`config.mk`:
```
export PLATFORM = sky130hd
export DESIGN_NAME = mono_bitmap_file_rle_decoder_core_flat
export DESIGN_NICKNAME = d
export VERILOG_FILES = /design/src/rtl/mbrle_pkg.sv /design/src/rtl/mbrle_in_if.sv /design/src/rtl/mbrle_out_if.sv /design/src/rtl/mbrle_decode.sv /design/src/rtl/mbrle_out_buf.sv /design/src/rtl/mono_bitmap_file_rle_decoder_core.sv /design/src/flat_wrapper.sv
export SDC_FILE = /design/constraint.sdc
export NUM_CORES = 1
export LEC_CHECK = 0
export BUFFER_PORTS_ARGS = -buffer_cell sky130_fd_sc_hd__buf_4
export CORE_AREA = 2 2 233 281
export DETAILED_ROUTE_END_ITERATION = 10
export DIE_AREA = 0 0 235 283
export GPL_TIMING_DRIVEN = 1
export PLACE_DENSITY = 0.45
export SYNTH_ARGS = -nofsm -noshare
export SYNTH_HDL_FRONTEND = slang
export SYNTH_SLANG_ARGS = --single-unit
export TNS_END_PERCENT = 50
```
`constraint.sdc`:
```
create_clock -name clk_i -period 8.3 [get_ports clk_i]
set_input_delay 2.075 -clock clk_i [delete_from_list [all_inputs] [get_ports clk_i]]
set_output_delay 2.075 -clock clk_i [all_outputs]
set_load 0.02 [all_outputs]
```
`src/rtl/mbrle_pkg.sv`:
```
// ----------------------------------------------------------------------------
// mbrle_pkg
// Shared types and constants of the monochrome bitmap run-length decoder.
// ----------------------------------------------------------------------------
`default_nettype none

package mbrle_pkg;

  // file magics, big-endian over the first four bytes
  localparam logic [31:0] MagicV1 = 32'h4461_6E4D;
  localparam logic [31:0] MagicV2 = 32'h4C69_6E53;

  // header layout
  localparam logic [4:0] CsumBytes  = 5'd26;
  localparam logic [4:0] HdrLast    = 5'd31;
  localparam logic [4:0] HdrDimDone = 5'd8;

  typedef enum logic [2:0] {
    PH_HEADER = 3'd0,
    PH_RAW    = 3'd1,
    PH_MAP    = 3'd2,
    PH_TYPE   = 3'd3,
    PH_LIT    = 3'd4,
    PH_COUNT  = 3'd5,
    PH_VALUE  = 3'd6,
    PH_DRAIN  = 3'd7
  } phase_e;

  typedef enum logic [1:0] {
    KIND_HEADER = 2'd0,
    KIND_PIXEL  = 2'd1,
    KIND_ERROR  = 2'd2
  } kind_e;

  typedef enum logic [1:0] {
    ERR_NONE     = 2'd0,
    ERR_CHECKSUM = 2'd1,
    ERR_MAGIC    = 2'd2,
    ERR_TRUNC    = 2'd3
  } err_e;

  typedef struct packed {
    logic [7:0] in_byte;
    logic       end_of_file;
  } in_beat_t;

  typedef struct packed {
    kind_e       kind;
    logic [7:0]  pixel_byte;
    logic [7:0]  repeat_res;
    logic [15:0] image_width;
    logic [15:0] image_height;
    logic        version;
    err_e        error_code;
    logic        last;
  } res_t;

endpackage

`default_nettype wire

```
`src/rtl/mbrle_in_if.sv`:
```
// ----------------------------------------------------------------------------
// mbrle_in_if
// Valid/ready channel carrying one file byte per beat.
// ----------------------------------------------------------------------------
`default_nettype none

interface mbrle_in_if;
  logic               valid;
  logic               ready;
  mbrle_pkg::in_beat_t data;

  modport source (output valid, output data, input ready);
  modport sink   (input valid, input data, output ready);
endinterface

`default_nettype wire

```
`src/rtl/mbrle_out_if.sv`:
```
// ----------------------------------------------------------------------------
// mbrle_out_if
// Valid/ready channel carrying one decoder result per beat.
// ----------------------------------------------------------------------------
`default_nettype none

interface mbrle_out_if;
  logic           valid;
  logic           ready;
  mbrle_pkg::res_t data;

  modport source (output valid, output data, input ready);
  modport sink   (input valid, input data, output ready);
endinterface

`default_nettype wire

```
`src/rtl/mbrle_decode.sv`:
```
// ----------------------------------------------------------------------------
// mbrle_decode
// Per-byte decoder state: header check, scan-line map skip, packet decode.
// ----------------------------------------------------------------------------
`default_nettype none

module mbrle_decode (
  input  wire logic                clk_i,
  input  wire logic                rst_ni,
  input  wire logic                beat_valid_i,
  input  wire mbrle_pkg::in_beat_t beat_i,
  output logic                     res_valid_o,
  output mbrle_pkg::res_t          res_o
);

  mbrle_pkg::phase_e phase_q, phase_d;
  logic [4:0]  hdr_cnt_q, hdr_cnt_d;
  logic [15:0] csum_q, csum_d;
  logic [31:0] magic_q, magic_d;
  logic [15:0] width_q, width_d;
  logic [15:0] height_q, height_d;
  logic [16:0] skip_q, skip_d;
  logic [28:0] left_q, left_d;
  logic [7:0]  run_q, run_d;

  logic [7:0]  b;
  logic        eof;
  logic [16:0] width_sum;
  logic [13:0] width_bytes;
  logic [29:0] prod;
  logic [15:0] csum_x;
  logic [7:0]  rep_sel;
  logic [7:0]  rep_clip;
  logic [28:0] left_sub;
  logic        pix_done;
  logic        clr;

  assign b   = beat_i.in_byte;
  assign eof = beat_i.end_of_file;

  // image size in bytes, from the registered dimensions
  assign width_sum   = {1'b0, width_q} + 17'd7;
  assign width_bytes = width_sum[16:3];
  assign prod        = {16'b0, width_bytes} * {14'b0, height_q};

  // header checksum contribution: even bytes are the high half of a word
  assign csum_x = hdr_cnt_q[0] ? {8'h00, b} : {b, 8'h00};

  // run clamp against the bytes still owed to the image
  assign rep_sel  = (phase_q == mbrle_pkg::PH_VALUE) ? run_q : 8'd1;
  assign rep_clip = (left_q < {21'b0, rep_sel}) ? left_q[7:0] : rep_sel;
  assign left_sub = left_q - {21'b0, rep_clip};
  assign pix_done = (left_sub == 29'd0);

  // next state and result
  always_comb begin
    phase_d   = phase_q;
    hdr_cnt_d = hdr_cnt_q;
    csum_d    = csum_q;
    magic_d   = magic_q;
    width_d   = width_q;
    height_d  = height_q;
    skip_d    = skip_q;
    left_d    = left_q;
    run_d     = run_q;
    clr       = 1'b0;

    res_valid_o       = 1'b0;
    res_o             = '0;
    res_o.kind        = mbrle_pkg::KIND_HEADER;
    res_o.error_code  = mbrle_pkg::ERR_NONE;

    if (beat_valid_i) begin
      case (phase_q)
        mbrle_pkg::PH_HEADER: begin
          if (hdr_cnt_q < mbrle_pkg::CsumBytes) begin
            csum_d = csum_q ^ csum_x;
          end
          if (hdr_cnt_q < 5'd4) begin
            magic_d = {magic_q[23:0], b};
          end
          if (hdr_cnt_q == 5'd4) width_d  = {width_q[15:8], b};
          if (hdr_cnt_q == 5'd5) width_d  = {b, width_q[7:0]};
          if (hdr_cnt_q == 5'd6) height_d = {height_q[15:8], b};
          if (hdr_cnt_q == 5'd7) height_d = {b, height_q[7:0]};
          if (hdr_cnt_q != mbrle_pkg::HdrLast) begin
            hdr_cnt_d = hdr_cnt_q + 5'd1;
            if (hdr_cnt_q >= mbrle_pkg::HdrDimDone) begin
              left_d = prod[28:0];
            end
            if (eof) begin
              res_valid_o      = 1'b1;
              res_o.kind       = mbrle_pkg::KIND_ERROR;
              res_o.error_code = mbrle_pkg::ERR_TRUNC;
              res_o.last       = 1'b1;
              clr              = 1'b1;
            end
          end else if (eof) begin
            res_valid_o      = 1'b1;
            res_o.kind       = mbrle_pkg::KIND_ERROR;
            res_o.error_code = mbrle_pkg::ERR_TRUNC;
            res_o.last       = 1'b1;
            clr              = 1'b1;
          end else if (csum_d != 16'd0) begin
            res_valid_o      = 1'b1;
            res_o.kind       = mbrle_pkg::KIND_ERROR;
            res_o.error_code = mbrle_pkg::ERR_CHECKSUM;
            res_o.last       = 1'b1;
            phase_d          = mbrle_pkg::PH_DRAIN;
          end else if (magic_q != mbrle_pkg::MagicV1 && magic_q != mbrle_pkg::MagicV2) begin
            res_valid_o      = 1'b1;
            res_o.kind       = mbrle_pkg::KIND_ERROR;
            res_o.error_code = mbrle_pkg::ERR_MAGIC;
            res_o.last       = 1'b1;
            phase_d          = mbrle_pkg::PH_DRAIN;
          end else if (left_q == 29'd0) begin
            // empty image: header closes the file
            res_valid_o = 1'b1;
            res_o.last  = 1'b1;
            phase_d     = mbrle_pkg::PH_DRAIN;
          end else begin
            res_valid_o = 1'b1;
            if (magic_q == mbrle_pkg::MagicV1) begin
              phase_d = mbrle_pkg::PH_RAW;
            end else begin
              skip_d  = {height_q, 1'b0};
              phase_d = mbrle_pkg::PH_MAP;
            end
          end
        end
        mbrle_pkg::PH_MAP: begin
          if (eof) begin
            res_valid_o      = 1'b1;
            res_o.kind       = mbrle_pkg::KIND_ERROR;
            res_o.error_code = mbrle_pkg::ERR_TRUNC;
            res_o.last       = 1'b1;
            clr              = 1'b1;
          end else begin
            skip_d = (skip_q != 17'd0) ? skip_q - 17'd1 : 17'd0;
            if (skip_d == 17'd0) phase_d = mbrle_pkg::PH_TYPE;
          end
        end
        mbrle_pkg::PH_TYPE: begin
          if (eof) begin
            res_valid_o      = 1'b1;
            res_o.kind       = mbrle_pkg::KIND_ERROR;
            res_o.error_code = mbrle_pkg::ERR_TRUNC;
            res_o.last       = 1'b1;
            clr              = 1'b1;
          end else if (b != 8'd0) begin
            run_d   = b;
            phase_d = mbrle_pkg::PH_LIT;
          end else begin
            phase_d = mbrle_pkg::PH_COUNT;
          end
        end
        mbrle_pkg::PH_COUNT: begin
          if (eof) begin
            res_valid_o      = 1'b1;
            res_o.kind       = mbrle_pkg::KIND_ERROR;
            res_o.error_code = mbrle_pkg::ERR_TRUNC;
            res_o.last       = 1'b1;
            clr              = 1'b1;
          end else begin
            run_d   = b;
            phase_d = mbrle_pkg::PH_VALUE;
          end
        end
        mbrle_pkg::PH_RAW, mbrle_pkg::PH_LIT, mbrle_pkg::PH_VALUE: begin
          if (phase_q == mbrle_pkg::PH_LIT) begin
            run_d   = (run_q != 8'd0) ? run_q - 8'd1 : 8'd0;
            if (run_d == 8'd0) phase_d = mbrle_pkg::PH_TYPE;
          end
          if (phase_q == mbrle_pkg::PH_VALUE) begin
            phase_d = mbrle_pkg::PH_TYPE;
            run_d   = 8'd0;
          end
          if (phase_q == mbrle_pkg::PH_VALUE && run_q == 8'd0) begin
            // zero repeat count consumes the value byte silently
            if (eof) begin
              res_valid_o      = 1'b1;
              res_o.kind       = mbrle_pkg::KIND_ERROR;
              res_o.error_code = mbrle_pkg::ERR_TRUNC;
              res_o.last       = 1'b1;
              clr              = 1'b1;
            end
          end else begin
            left_d      = left_sub;
            res_valid_o = 1'b1;
            if (pix_done) begin
              res_o.kind       = mbrle_pkg::KIND_PIXEL;
              res_o.pixel_byte = ~b;
              res_o.repeat_res = rep_clip;
              res_o.last       = 1'b1;
              if (eof) clr = 1'b1;
              else phase_d = mbrle_pkg::PH_DRAIN;
            end else if (eof) begin
              res_o.kind       = mbrle_pkg::KIND_ERROR;
              res_o.error_code = mbrle_pkg::ERR_TRUNC;
              res_o.last       = 1'b1;
              clr              = 1'b1;
            end else begin
              res_o.kind       = mbrle_pkg::KIND_PIXEL;
              res_o.pixel_byte = ~b;
              res_o.repeat_res = rep_clip;
            end
          end
        end
        default: begin
          // drain: ignore bytes up to the end of the file
          if (eof) clr = 1'b1;
        end
      endcase
    end

    // header values as received so far
    res_o.image_width  = width_d;
    res_o.image_height = height_d;
    res_o.version      = (magic_d == mbrle_pkg::MagicV2);

    // new file starts after every end of file
    if (clr) begin
      phase_d   = mbrle_pkg::PH_HEADER;
      hdr_cnt_d = 5'd0;
      csum_d    = 16'd0;
      magic_d   = 32'd0;
      width_d   = 16'd0;
      height_d  = 16'd0;
      skip_d    = 17'd0;
      left_d    = 29'd0;
      run_d     = 8'd0;
    end
  end

  // state registers
  always_ff @(posedge clk_i or negedge rst_ni) begin
    if (!rst_ni) begin
      phase_q   <= mbrle_pkg::PH_HEADER;
      hdr_cnt_q <= 5'd0;
      csum_q    <= 16'd0;
      magic_q   <= 32'd0;
      width_q   <= 16'd0;
      height_q  <= 16'd0;
      skip_q    <= 17'd0;
      left_q    <= 29'd0;
      run_q     <= 8'd0;
    end else begin
      phase_q   <= phase_d;
      hdr_cnt_q <= hdr_cnt_d;
      csum_q    <= csum_d;
      magic_q   <= magic_d;
      width_q   <= width_d;
      height_q  <= height_d;
      skip_q    <= skip_d;
      left_q    <= left_d;
      run_q     <= run_d;
    end
  end

`ifndef SYNTH
  // a literal run in progress always owes at least one byte
  a_lit_run_nonzero: assert property (@(posedge clk_i) disable iff (!rst_ni)
    phase_q == mbrle_pkg::PH_LIT |-> run_q != 8'd0)
    else $error("literal phase with empty run");

  // map skipping always has bytes left to skip
  a_map_skip_nonzero: assert property (@(posedge clk_i) disable iff (!rst_ni)
    phase_q == mbrle_pkg::PH_MAP |-> skip_q != 17'd0)
    else $error("map phase with empty skip count");

  // pixel phases always owe image bytes
  a_pix_left_nonzero: assert property (@(posedge clk_i) disable iff (!rst_ni)
    (phase_q == mbrle_pkg::PH_RAW || phase_q == mbrle_pkg::PH_LIT ||
     phase_q == mbrle_pkg::PH_VALUE) |-> left_q != 29'd0)
    else $error("pixel phase with image complete");

  // a pixel result never carries a zero repeat
  a_pix_rep_nonzero: assert property (@(posedge clk_i) disable iff (!rst_ni)
    res_valid_o && res_o.kind == mbrle_pkg::KIND_PIXEL |-> res_o.repeat_res != 8'd0)
    else $error("pixel result with zero repeat");
`endif

endmodule

`default_nettype wire

```
`src/rtl/mbrle_out_buf.sv`:
```
// ----------------------------------------------------------------------------
// mbrle_out_buf
// Result register with a skid stage so the input side keeps flowing.
// ----------------------------------------------------------------------------
`default_nettype none

module mbrle_out_buf (
  input  wire logic            clk_i,
  input  wire logic            rst_ni,
  input  wire logic            push_i,
  input  wire mbrle_pkg::res_t data_i,
  output logic                 in_ready_o,
  output logic                 out_valid_o,
  output mbrle_pkg::res_t      out_data_o,
  input  wire logic            out_ready_i
);

  logic            out_valid_q, out_valid_d;
  logic            skid_valid_q, skid_valid_d;
  mbrle_pkg::res_t out_q, out_d;
  mbrle_pkg::res_t skid_q, skid_d;
  logic            out_fire;

  assign out_fire    = out_valid_q && out_ready_i;
  assign in_ready_o  = !skid_valid_q;
  assign out_valid_o = out_valid_q;
  assign out_data_o  = out_q;

  // steer a new result into the output or the skid register
  always_comb begin
    out_valid_d  = out_valid_q;
    skid_valid_d = skid_valid_q;
    out_d        = out_q;
    skid_d       = skid_q;
    if (skid_valid_q) begin
      if (out_fire) begin
        out_d        = skid_q;
        skid_valid_d = 1'b0;
      end
    end else if (push_i) begin
      if (!out_valid_q || out_fire) begin
        out_d       = data_i;
        out_valid_d = 1'b1;
      end else begin
        skid_d       = data_i;
        skid_valid_d = 1'b1;
      end
    end else if (out_fire) begin
      out_valid_d = 1'b0;
    end
  end

  // control flags
  always_ff @(posedge clk_i or negedge rst_ni) begin
    if (!rst_ni) begin
      out_valid_q  <= 1'b0;
      skid_valid_q <= 1'b0;
    end else begin
      out_valid_q  <= out_valid_d;
      skid_valid_q <= skid_valid_d;
    end
  end

  // payload registers
  always_ff @(posedge clk_i) begin
    out_q  <= out_d;
    skid_q <= skid_d;
  end

`ifndef SYNTH
  // skid holds data only behind a full output register
  a_skid_behind_out: assert property (@(posedge clk_i) disable iff (!rst_ni)
    skid_valid_q |-> out_valid_q)
    else $error("skid valid with empty output register");

  // no new result while the skid is occupied
  a_no_push_on_full: assert property (@(posedge clk_i) disable iff (!rst_ni)
    push_i |-> !skid_valid_q)
    else $error("result pushed into full buffer");

  // skid fills only when the output was stalled
  a_skid_fill_cause: assert property (@(posedge clk_i) disable iff (!rst_ni)
    !skid_valid_q ##1 skid_valid_q |-> $past(out_valid_q && !out_ready_i))
    else $error("skid filled without a stall");
`endif

endmodule

`default_nettype wire

```
`src/rtl/mono_bitmap_file_rle_decoder_core.sv`:
```
// ----------------------------------------------------------------------------
// mono_bitmap_file_rle_decoder_core
// Byte-stream decoder for monochrome bitmap files, raw and run-length.
// ----------------------------------------------------------------------------
// Usage:
//  in_i carries one file byte per beat with end_of_file on the final byte.
//  out_o carries results: a header beat after byte 32, one beat per pixel
//  run (inverted byte plus repeat count), or an error beat; last marks the
//  final result of a file. Map, type and count bytes give no result.
//  Throughput is one input beat per cycle while in_i.ready is high; each result
//  is registered in the output buffer before it reaches out_o. The per-byte
//  step is a single register-to-register pass; the image size product is
//  formed in a register while the remaining header bytes stream in.
//  When out_o stalls, one more result is absorbed by a skid register, then
//  in_i.ready drops until out_o takes a beat and the skid moves up.
//  Reset clears the decoder state and the valid flags: the decoder waits for the first header byte and
//  out_o is empty. Each end_of_file returns the decoder to the header state.
// ----------------------------------------------------------------------------
`default_nettype none

module mono_bitmap_file_rle_decoder_core (
  input  wire logic    clk_i,
  input  wire logic    rst_ni,
  mbrle_in_if.sink     in_i,
  mbrle_out_if.source  out_o
);

  logic            accept;
  logic            res_valid;
  mbrle_pkg::res_t res;
  logic            buf_ready;

  assign accept     = in_i.valid && buf_ready;
  assign in_i.ready = buf_ready;

  // byte decoder
  mbrle_decode u_decode (
    .clk_i        (clk_i),
    .rst_ni       (rst_ni),
    .beat_valid_i (accept),
    .beat_i       (in_i.data),
    .res_valid_o  (res_valid),
    .res_o        (res)
  );

  // result register and skid
  mbrle_out_buf u_out_buf (
    .clk_i       (clk_i),
    .rst_ni      (rst_ni),
    .push_i      (res_valid),
    .data_i      (res),
    .in_ready_o  (buf_ready),
    .out_valid_o (out_o.valid),
    .out_data_o  (out_o.data),
    .out_ready_i (out_o.ready)
  );

endmodule

`default_nettype wire
```
`src/flat_wrapper.sv`:
```
// flat-port wrapper written by rule: the top's interface ports become plain ports
module mono_bitmap_file_rle_decoder_core_flat 
  (clk_i, rst_ni, in_i_valid, in_i_data, in_i_ready, out_o_valid, out_o_data, out_o_ready);
  mbrle_in_if in_i_i ();
  mbrle_out_if out_o_i ();
  input  wire logic clk_i;
  input  wire logic rst_ni;
  input wire logic [$bits(in_i_i.valid)-1:0] in_i_valid;
  input wire logic [$bits(in_i_i.data)-1:0] in_i_data;
  output wire logic [$bits(in_i_i.ready)-1:0] in_i_ready;
  output wire logic [$bits(out_o_i.valid)-1:0] out_o_valid;
  output wire logic [$bits(out_o_i.data)-1:0] out_o_data;
  input wire logic [$bits(out_o_i.ready)-1:0] out_o_ready;
  assign in_i_i.valid = in_i_valid;
  assign in_i_i.data = in_i_data;
  assign in_i_ready = in_i_i.ready;
  assign out_o_valid = out_o_i.valid;
  assign out_o_data = out_o_i.data;
  assign out_o_i.ready = out_o_ready;
  mono_bitmap_file_rle_decoder_core u_core (.clk_i(clk_i), .rst_ni(rst_ni), .in_i(in_i_i), .out_o(out_o_i));
endmodule
```
==> qor.csv, run 1 <==
stage,metric,value,unit
floorplan,initial_core_util,0.326,
sta,worst_clock_skew,0.0327,ns
synth,synth_cell_types,90,
power_and_ir_drop,ir_worst_vdd,0.240,mV
synth,synth_edf_count,108,
global_route,grt_pass1_wl,95.5,mm
setup_path,cp-start-kind,flop,
clock_network,cts_sinks,252,
layout,nFillCells,6506,
setup_path,worstPathMaxFanout,5,
global_route,grt_max_degree,86,
clock_network,cts-root-buf,clkbuf_16,
clock_network,cts_tree,yes,
setup_path,arrival,8.11,ns
detailed_routing,drc,0,
synth,synth-seq-cells,252,
synth,yosys-top-cells-count,"nand2_1, inv_1, fa_1, dfrtp_1, a21oi_1",
power_and_ir_drop,p_sw,0.00308,W
clock_network,clock_latency,0.58,ns
place,hpwl,44.0,mm
floorplan,die_width,235,µm
detailed_routing,drt_iter0_drc,834,
clock_network,cts_max_level,1,
setup_path,cp-endpoint,u_core.u_decode.left_q[26]$_DFFE_PN0P_,
global_route,grt-ovfl-total,0,
synth,avgSynthCellArea,9.40,µm²
detailed_routing,wire_per_inst,19.4,µm
outcome,status,completed,
setup_path,startpoint,u_core.u_decode.width_q[3]$_DFF_PN0_,
synth,syn_nets,2504,
place,io_buffer_count,68,
global_route,grt_usage,0.179,
clock_network,clk_pin_slew,0.06,ns
power_and_ir_drop,p_comb_frac,0.505,
floorplan,design.core.area,63900,µm²
sta,setup_violations,0,
synth,synthCells,2215,
layout,syn_to_final_growth,11.7,%
setup_path,crit_path_top_delay_cell,a2111oi_2,
worst_hold_path,min_path_type,flop to flop,
sta,rsz0062_at_grt,false,
layout,final_nets,2534,
synth,synth_top_area_frac,0.173,
sta,relSlewSlack,0.219,
floorplan,die-area,66500,µm²
layout,final_cells,3100,
synth,syn_area,20800,µm²
setup_path,cp.required,8.76,ns
floorplan,die_y,283,µm
clock_network,hold_buffers,0,
detailed_routing,ant_nets,0,
setup_path,r2r_end,u_core.u_decode.left_q[26]$_DFFE_PN0P_,
synth,yosys-top-cells-area,"dfrtp_1, fa_1, edfxtp_1, ha_1, nand2_1",
synth,synth_flop_cell,dfrtp_1,
job,max_cap_viol_count,0,
power_and_ir_drop,p_clk_frac,0.196,
clock_network,cts_buffer_depth,3,
sta,fin_crit,7.65,ns
power_and_ir_drop,switching_share,0.453,
detailed_routing,first_pass_iters,6,
clock_network,postCtsSetupRepairBufs,0,
floorplan,ioPinCount,69,
sta,hold_viol_final,0,
layout,post_route_cells_drive_above_1_share,0.111,
sta,whs,0.515,ns
power_and_ir_drop,p_per_area,292,nW/µm²
clock_network,cts_buffers,29,
power_and_ir_drop,p_int,0.00372,W
synth,async_reset_ff_frac,0.571,
synth,yosysMostFrequentCell,nand2_1,
setup_path,critPathMaxStageDelay,0.55,ns
setup_path,end_kind,flop,
setup_path,r2r-start,u_core.u_decode.width_q[3]$_DFF_PN0_,
sta,fin_setup_tns,0,ns
synth,yosysTopAreaCell,dfrtp_1,
place,gp_congestion,0.890,
setup_path,rr_worst_depth,26,
power_and_ir_drop,p_seq_frac,0.300,
setup_path,rrSetupSlack,0.65,ns
sta,worst_slew_pin_slew,1.16,ns
layout,final_util,0.364,
detailed_routing,viasPerCell,5.20,
synth,seq_area_frac_synth,0.329,
detailed_routing,vias,16100,
layout,antennaDiodeCount,0,
sta,fmax,131,MHz
sta,period_share,0.922,
sta,maxSlewViolCount,0,
setup_path,worstSetupPathType,flop to flop,
global_route,antenna_found_initial,1,
synth,yosys_warnings,0,
power_and_ir_drop,leakage,10.2,nW
global_route,grt_pass1_vias,16500,
setup_path,crit_top_cell,fa_1,
detailed_routing,wirelength,60.0,mm
place,placed_cells,3046,
clock_network,cts_resized,0,
floorplan,row_count,102,
==> through the flow <==
stage                     power [W]  worst slack, ns  instance area, µm²
after global placement      0.00548            0.602               22300
after global routing        0.00728            0.138               23300
after CTS                   0.00686            0.497               23200
after floorplan             0.00439             1.15               20800
after detailed placement    0.00549            0.501               22300
final                       0.00680            0.646               23300
==> layer usage <==
metal | track usage | part of all wire
met1 | 0.232 | 0.43
met2 | 0.315 | 0.50
met3 | 0.0181 | 0.034
met4 | 0.0517 | 0.027
met5 | 0 | 0.00022
==> critical path: cells and delay by family (launching register included) <==
family                   cells  cell delay (ns)
AO/OA/AOI/OAI                6             1.73
flip-flops                   1             0.40
XOR/XNOR                     2             0.45
buffers and inverters        3             0.14
AND/OR/NAND/NOR              8             1.58
adder cells (fa/ha/maj)      7             3.28
==> registers in the layout, summed over array words and instances (netlist names), 16 cells and up <==
name                         cells
u_core.u_decode.width_q         16
u_core.u_out_buf.skid_q         54
u_core.u_decode.csum_q          16
u_core.u_decode.magic_q         32
u_core.u_out_buf.out_data_o     54
u_core.u_decode.height_q        16
u_core.u_decode.left_q          29
u_core.u_decode.skip_q          17
==> cell usage in the layout (no fill, tap or decap), types with 6 or more instances in the layout <==
cell type    n
mux2_2      72
o21ai_1     28
a21o_1      24
edfxtp_1   108
a22oi_1     13
clkbuf_1    10
inv_1      224
o221ai_1     8
nor3_1      33
a21oi_1    121
nor3b_1      6
fa_1       165
nor4_1      22
nand2b_1    10
or4_1        6
and2_1     107
or3_1       15
nor4bb_1     7
nand2_1    335
o211ai_1     8
a31oi_1     16
nor2_1     112
nand4_1     20
buf_4      105
o31ai_1     18
dfrtp_1    144
ha_1       111
o21ai_0     99
and3_1       9
nand3b_1     6
nand3_1     33
xor2_1      26
o22ai_1      8
clkbuf_16   29
xnor2_1     38
nor2b_1     30
mux2_1       6
a211oi_1     9
==> power groups by stage <==
stage               Combinational (W)  Sequential [W]  Clock, W
floorplan                     0.00235         0.00204         0
global placement              0.00342         0.00205         0
detailed placement            0.00343         0.00206         0
CTS                           0.00344         0.00204   0.00138
global route                  0.00377         0.00209   0.00142
finish                        0.00343         0.00204   0.00133
==> cell type report <==
| cell class | count | area, µm² | share of cell area |
|---|---|---|---|
| Clock inverter | 15 | 201 | 0.00866 |
| Inverter | 227 | 852 | 0.0366 |
| Timing Repair Buffer | 106 | 800 | 0.0344 |
| Sequential cell | 252 | 6850 | 0.294 |
| Clock buffer | 39 | 763 | 0.0328 |
| Tap cell | 832 | 1040 | 0.0448 |
| Multi-Input combinational cell | 1629 | 12800 | 0.548 |
==> logic make-up after synthesis <==
family	Yosys count	share of synthesized area
compound gates	417	0.125
flops	252	0.329
simple gates	786	0.186
mux	83	0.0446
fa+ha+maj	276	0.225
buf+inv	334	0.0612
xor+xnor	67	0.0288
==> worst min path at each step <==
stage | startpoint | to | slack (ns) | cells past startpoint
floorplan | u_core.u_decode.csum_q[14]$_DFFE_PN0P_ | u_core.u_decode.csum_q[14]$_DFFE_PN0P_ | 0.47 | 1
CTS | u_core.u_decode.magic_q[26]$_DFF_PN0_ | u_core.u_decode.magic_q[26]$_DFF_PN0_ | 0.52 | 2
global route | u_core.u_decode.magic_q[28]$_DFF_PN0_ | u_core.u_decode.magic_q[28]$_DFF_PN0_ | 0.54 | 2
global placement | u_core.u_decode.csum_q[14]$_DFFE_PN0P_ | u_core.u_decode.csum_q[14]$_DFFE_PN0P_ | 0.49 | 1
detailed placement | u_core.u_decode.magic_q[26]$_DFF_PN0_ | u_core.u_decode.magic_q[26]$_DFF_PN0_ | 0.51 | 2
finish | u_core.u_decode.magic_q[26]$_DFF_PN0_ | u_core.u_decode.magic_q[26]$_DFF_PN0_ | 0.51 | 2
Note: power is estimated with default switching activity, not from simulation.
==> run 2: changes to the inputs <==
--- a/config.mk
+++ b/config.mk
@@ -6,9 +6,9 @@
 export NUM_CORES = 1
 export LEC_CHECK = 0
 export BUFFER_PORTS_ARGS = -buffer_cell sky130_fd_sc_hd__buf_4
-export CORE_AREA = 2 2 233 281
+export CORE_AREA = 5 5 236 284
 export DETAILED_ROUTE_END_ITERATION = 10
-export DIE_AREA = 0 0 235 283
+export DIE_AREA = 0 0 241 289
 export GPL_TIMING_DRIVEN = 1
 export PLACE_DENSITY = 0.45
 export SYNTH_ARGS = -nofsm -noshare
==> qor.csv, run 2 (synthesis gave the netlist of run 1 again) <==
stage,metric,value,unit,change
power_and_ir_drop,switching_share,0.453,,about the same
floorplan,ioPinCount,69,,unchanged
setup_path,crit_path_top_delay_cell,xnor2_1,,
power_and_ir_drop,p_sw,0.00311,W,+1.0%
floorplan,row_count,102,,unchanged
sta,hold_viol_final,0,,unchanged
global_route,antenna_found_initial,1,,unchanged
floorplan,die_width,241,µm,+2.6%
detailed_routing,wire_per_inst,19.5,µm,+0.80%
setup_path,cp_top_family,adder cells,,
place,hpwl,43.7,mm,-0.60%
detailed_routing,vias,16100,,-0.32%
setup_path,crit_top_cell,fa_1,,
place,gp_congestion,0.887,,-0.33%
setup_path,worstPathMaxFanout,8,,+3
sta,period_share,0.949,,+0.0266
clock_network,clock_latency,0.60,ns,+0.02 ns
floorplan,die_y,289,µm,+2.1%
sta,fin_crit,7.87,ns,+0.220 ns
sta,setup_violations,0,,unchanged
sta,relSlewSlack,0.217,,-0.00162
job,max_cap_viol_count,0,,unchanged
setup_path,end_kind,flop,,
place,dpl_cell_area,22200,µm²,-0.17%
setup_path,crit_chain,"o311a_1, and3_1, and3_1, nand2_1, xnor2_1, nand2_1, fa_1, fa_1, fa_1, inv_1, fa_1, fa_1, inv_1, fa_1, inv_1, ha_1, and3_1, a31oi_1, nand3_1, a2111oi_2, o31ai_1, a31oi_1, xnor2_1, a221o_1",,
sta,fmax,127,MHz,-2.8%
global_route,grt_max_degree,78,,-9.3%
clock_network,clk_pin_slew,0.07,ns,about the same
power_and_ir_drop,p_comb_frac,0.498,,-0.007
clock_network,cts-root-buf,clkbuf_16,,
clock_network,cts_sinks,252,,unchanged
setup_path,arrival,8.35,ns,+0.24 ns
detailed_routing,drt_iter0_drc,964,,+16%
power_and_ir_drop,leakage,10.2,nW,+0.11%
setup_path,crit_buf_inv,3,,unchanged
setup_path,worstSetupPathType,flop to flop,,
layout,final_common_cell,nand2_1,,
detailed_routing,wirelength,60.5,mm,+0.67%
detailed_routing,drc,0,,unchanged
clock_network,cts_tree,yes,,
place,place_ws,0.470,ns,-0.0312 ns
setup_path,cp-start-kind,flop,,
power_and_ir_drop,p_int,0.00376,W,+0.94%
layout,nFillCells,6553,,+0.72%
place,io_buffer_count,68,,unchanged
detailed_routing,viasPerCell,5.19,,-0.19%
clock_network,cts_buffers,29,,unchanged
layout,syn_to_final_growth,11.8,%,about the same
sta,maxSlewViolCount,0,,unchanged
global_route,grt-ovfl-total,0,,unchanged
clock_network,hold_buffers,0,,unchanged
global_route,grt_pass1_vias,16600,,+0.95%
setup_path,cp.required,8.78,ns,+0.02 ns
clock_network,cts_buffer_depth,3,,unchanged
clock_network,cts_resized,0,,unchanged
clock_network,cts_max_level,1,,unchanged
power_and_ir_drop,p_clk_frac,0.204,,+0.008
detailed_routing,ant_nets,0,,unchanged
clock_network,postCtsSetupRepairBufs,0,,unchanged
power_and_ir_drop,ir_worst_vdd,0.211,mV,-12%
setup_path,critPathMaxStageDelay,0.73,ns,+0.18 ns
global_route,grt_pass1_wl,96.6,mm,+1.1%
layout,final_nets,2529,,-0.20%
floorplan,initial_core_util,0.325,,-0.000649
outcome,status,completed,,
floorplan,design.core.area,64100,µm²,+0.20%
floorplan,die-area,69600,µm²,+4.7%
worst_hold_path,min_path_type,flop to flop,,
sta,fin_setup_tns,0,ns,unchanged
layout,fin_area,23300,µm²,about the same
layout,final_cell_mix,"nand2_1, inv_1, fa_1",,
power_and_ir_drop,p_per_area,295,nW/µm²,+0.91%
sta,worst_slew_pin_slew,1.17,ns,+0.00242 ns
sta,worst_clock_skew,0.0325,ns,-0.000289 ns
detailed_routing,first_pass_iters,5,,-1
global_route,grt_usage,0.173,,-0.00559
layout,post_route_cells_drive_above_1_share,0.113,,+0.00157
power_and_ir_drop,p_seq_frac,0.298,,-0.002
sta,setup_ws,0.426,ns,-0.220 ns
sta,rsz0062_at_grt,false,,
-- run 2: cell count changes in the layout (fill, tap and decap cells not counted), moves of 2 or more --
cell and delta:
clkinv_4 +2, inv_4 +2, clkbuf_1 -9, buf_4 -5
clkinv_2 +3
-- run 2: through the flow --
stage	std cells	hold slack (ns)	power, W	utilization
after global placement	3041	0.489	0.00548	0.347
after global routing	3095	0.545	0.00737	0.363
after floorplan	2215	0.467	0.00439	-
after detailed placement	3041	0.514	0.00549	0.347
final	3096	0.522	0.00687	0.363
after CTS	3095	0.524	0.00694	0.363
-- run 2: final timing paths --
kind / start / end / slack, ns / depth (start not counted)
setup / recovery: u_core.u_decode.width_q[3]$_DFF_PN0_ / u_core.u_decode.left_q[26]$_DFFE_PN0P_ / 0.43 / 24
setup reg to reg: u_core.u_decode.width_q[3]$_DFF_PN0_ / u_core.u_decode.left_q[26]$_DFFE_PN0P_ / 0.43 / 24
hold reg to reg: u_core.u_decode.csum_q[14]$_DFFE_PN0P_ / u_core.u_decode.csum_q[14]$_DFFE_PN0P_ / 0.52 / 1
min in group asynchronous: rst_ni / u_core.u_decode.width_q[2]$_DFF_PN0_ / 1.54 / 1
max in group asynchronous: rst_ni / u_core.u_decode.left_q[10]$_DFFE_PN0P_ / 5.24 / 2
hold / removal: u_core.u_decode.csum_q[14]$_DFFE_PN0P_ / u_core.u_decode.csum_q[14]$_DFFE_PN0P_ / 0.52 / 1
-- run 2: area by class of cell --
type                            count  area [µm²]  area share
Multi-Input combinational cell   1629       12700       0.547
Sequential cell                   252        6850       0.294
Tap cell                          832        1040      0.0447
Inverter                          227         852      0.0366
Timing Repair Buffer              101         762      0.0327
Clock buffer                       31         743      0.0319
Clock inverter                     23         290      0.0125
Antenna cell                        1        2.50    0.000107
-- run 2: worst reg2reg max path: cells and delay by family, from the launching register on --
kind / cells / cell delay [ns]
AND/OR/NAND/NOR: 6 / 1.23
AO/OA/AOI/OAI: 6 / 1.78
buffers and inverters: 3 / 0.15
XOR/XNOR: 2 / 0.82
flip-flops: 1 / 0.39
adder cells (fa/ha/maj): 7 / 3.42
-- run 2: metal layers --
metal	vias to the layer above	global-route usage	wire [µm]
li1	7593	-	-
met1	8109	0.229	26400
met2	280	0.308	30800
met3	82	0.0151	1850
met4	0	0.0409	1390
met5	-	0	0
-- run 2: power groups by stage --
stage / Combinational, W / Sequential [W] / Clock (W)
floorplan: 0.00235 / 0.00204 / 0
global placement: 0.00342 / 0.00206 / 0
detailed placement: 0.00343 / 0.00206 / 0
CTS: 0.00344 / 0.00205 / 0.00145
global route: 0.00378 / 0.00210 / 0.00149
finish: 0.00342 / 0.00205 / 0.00140
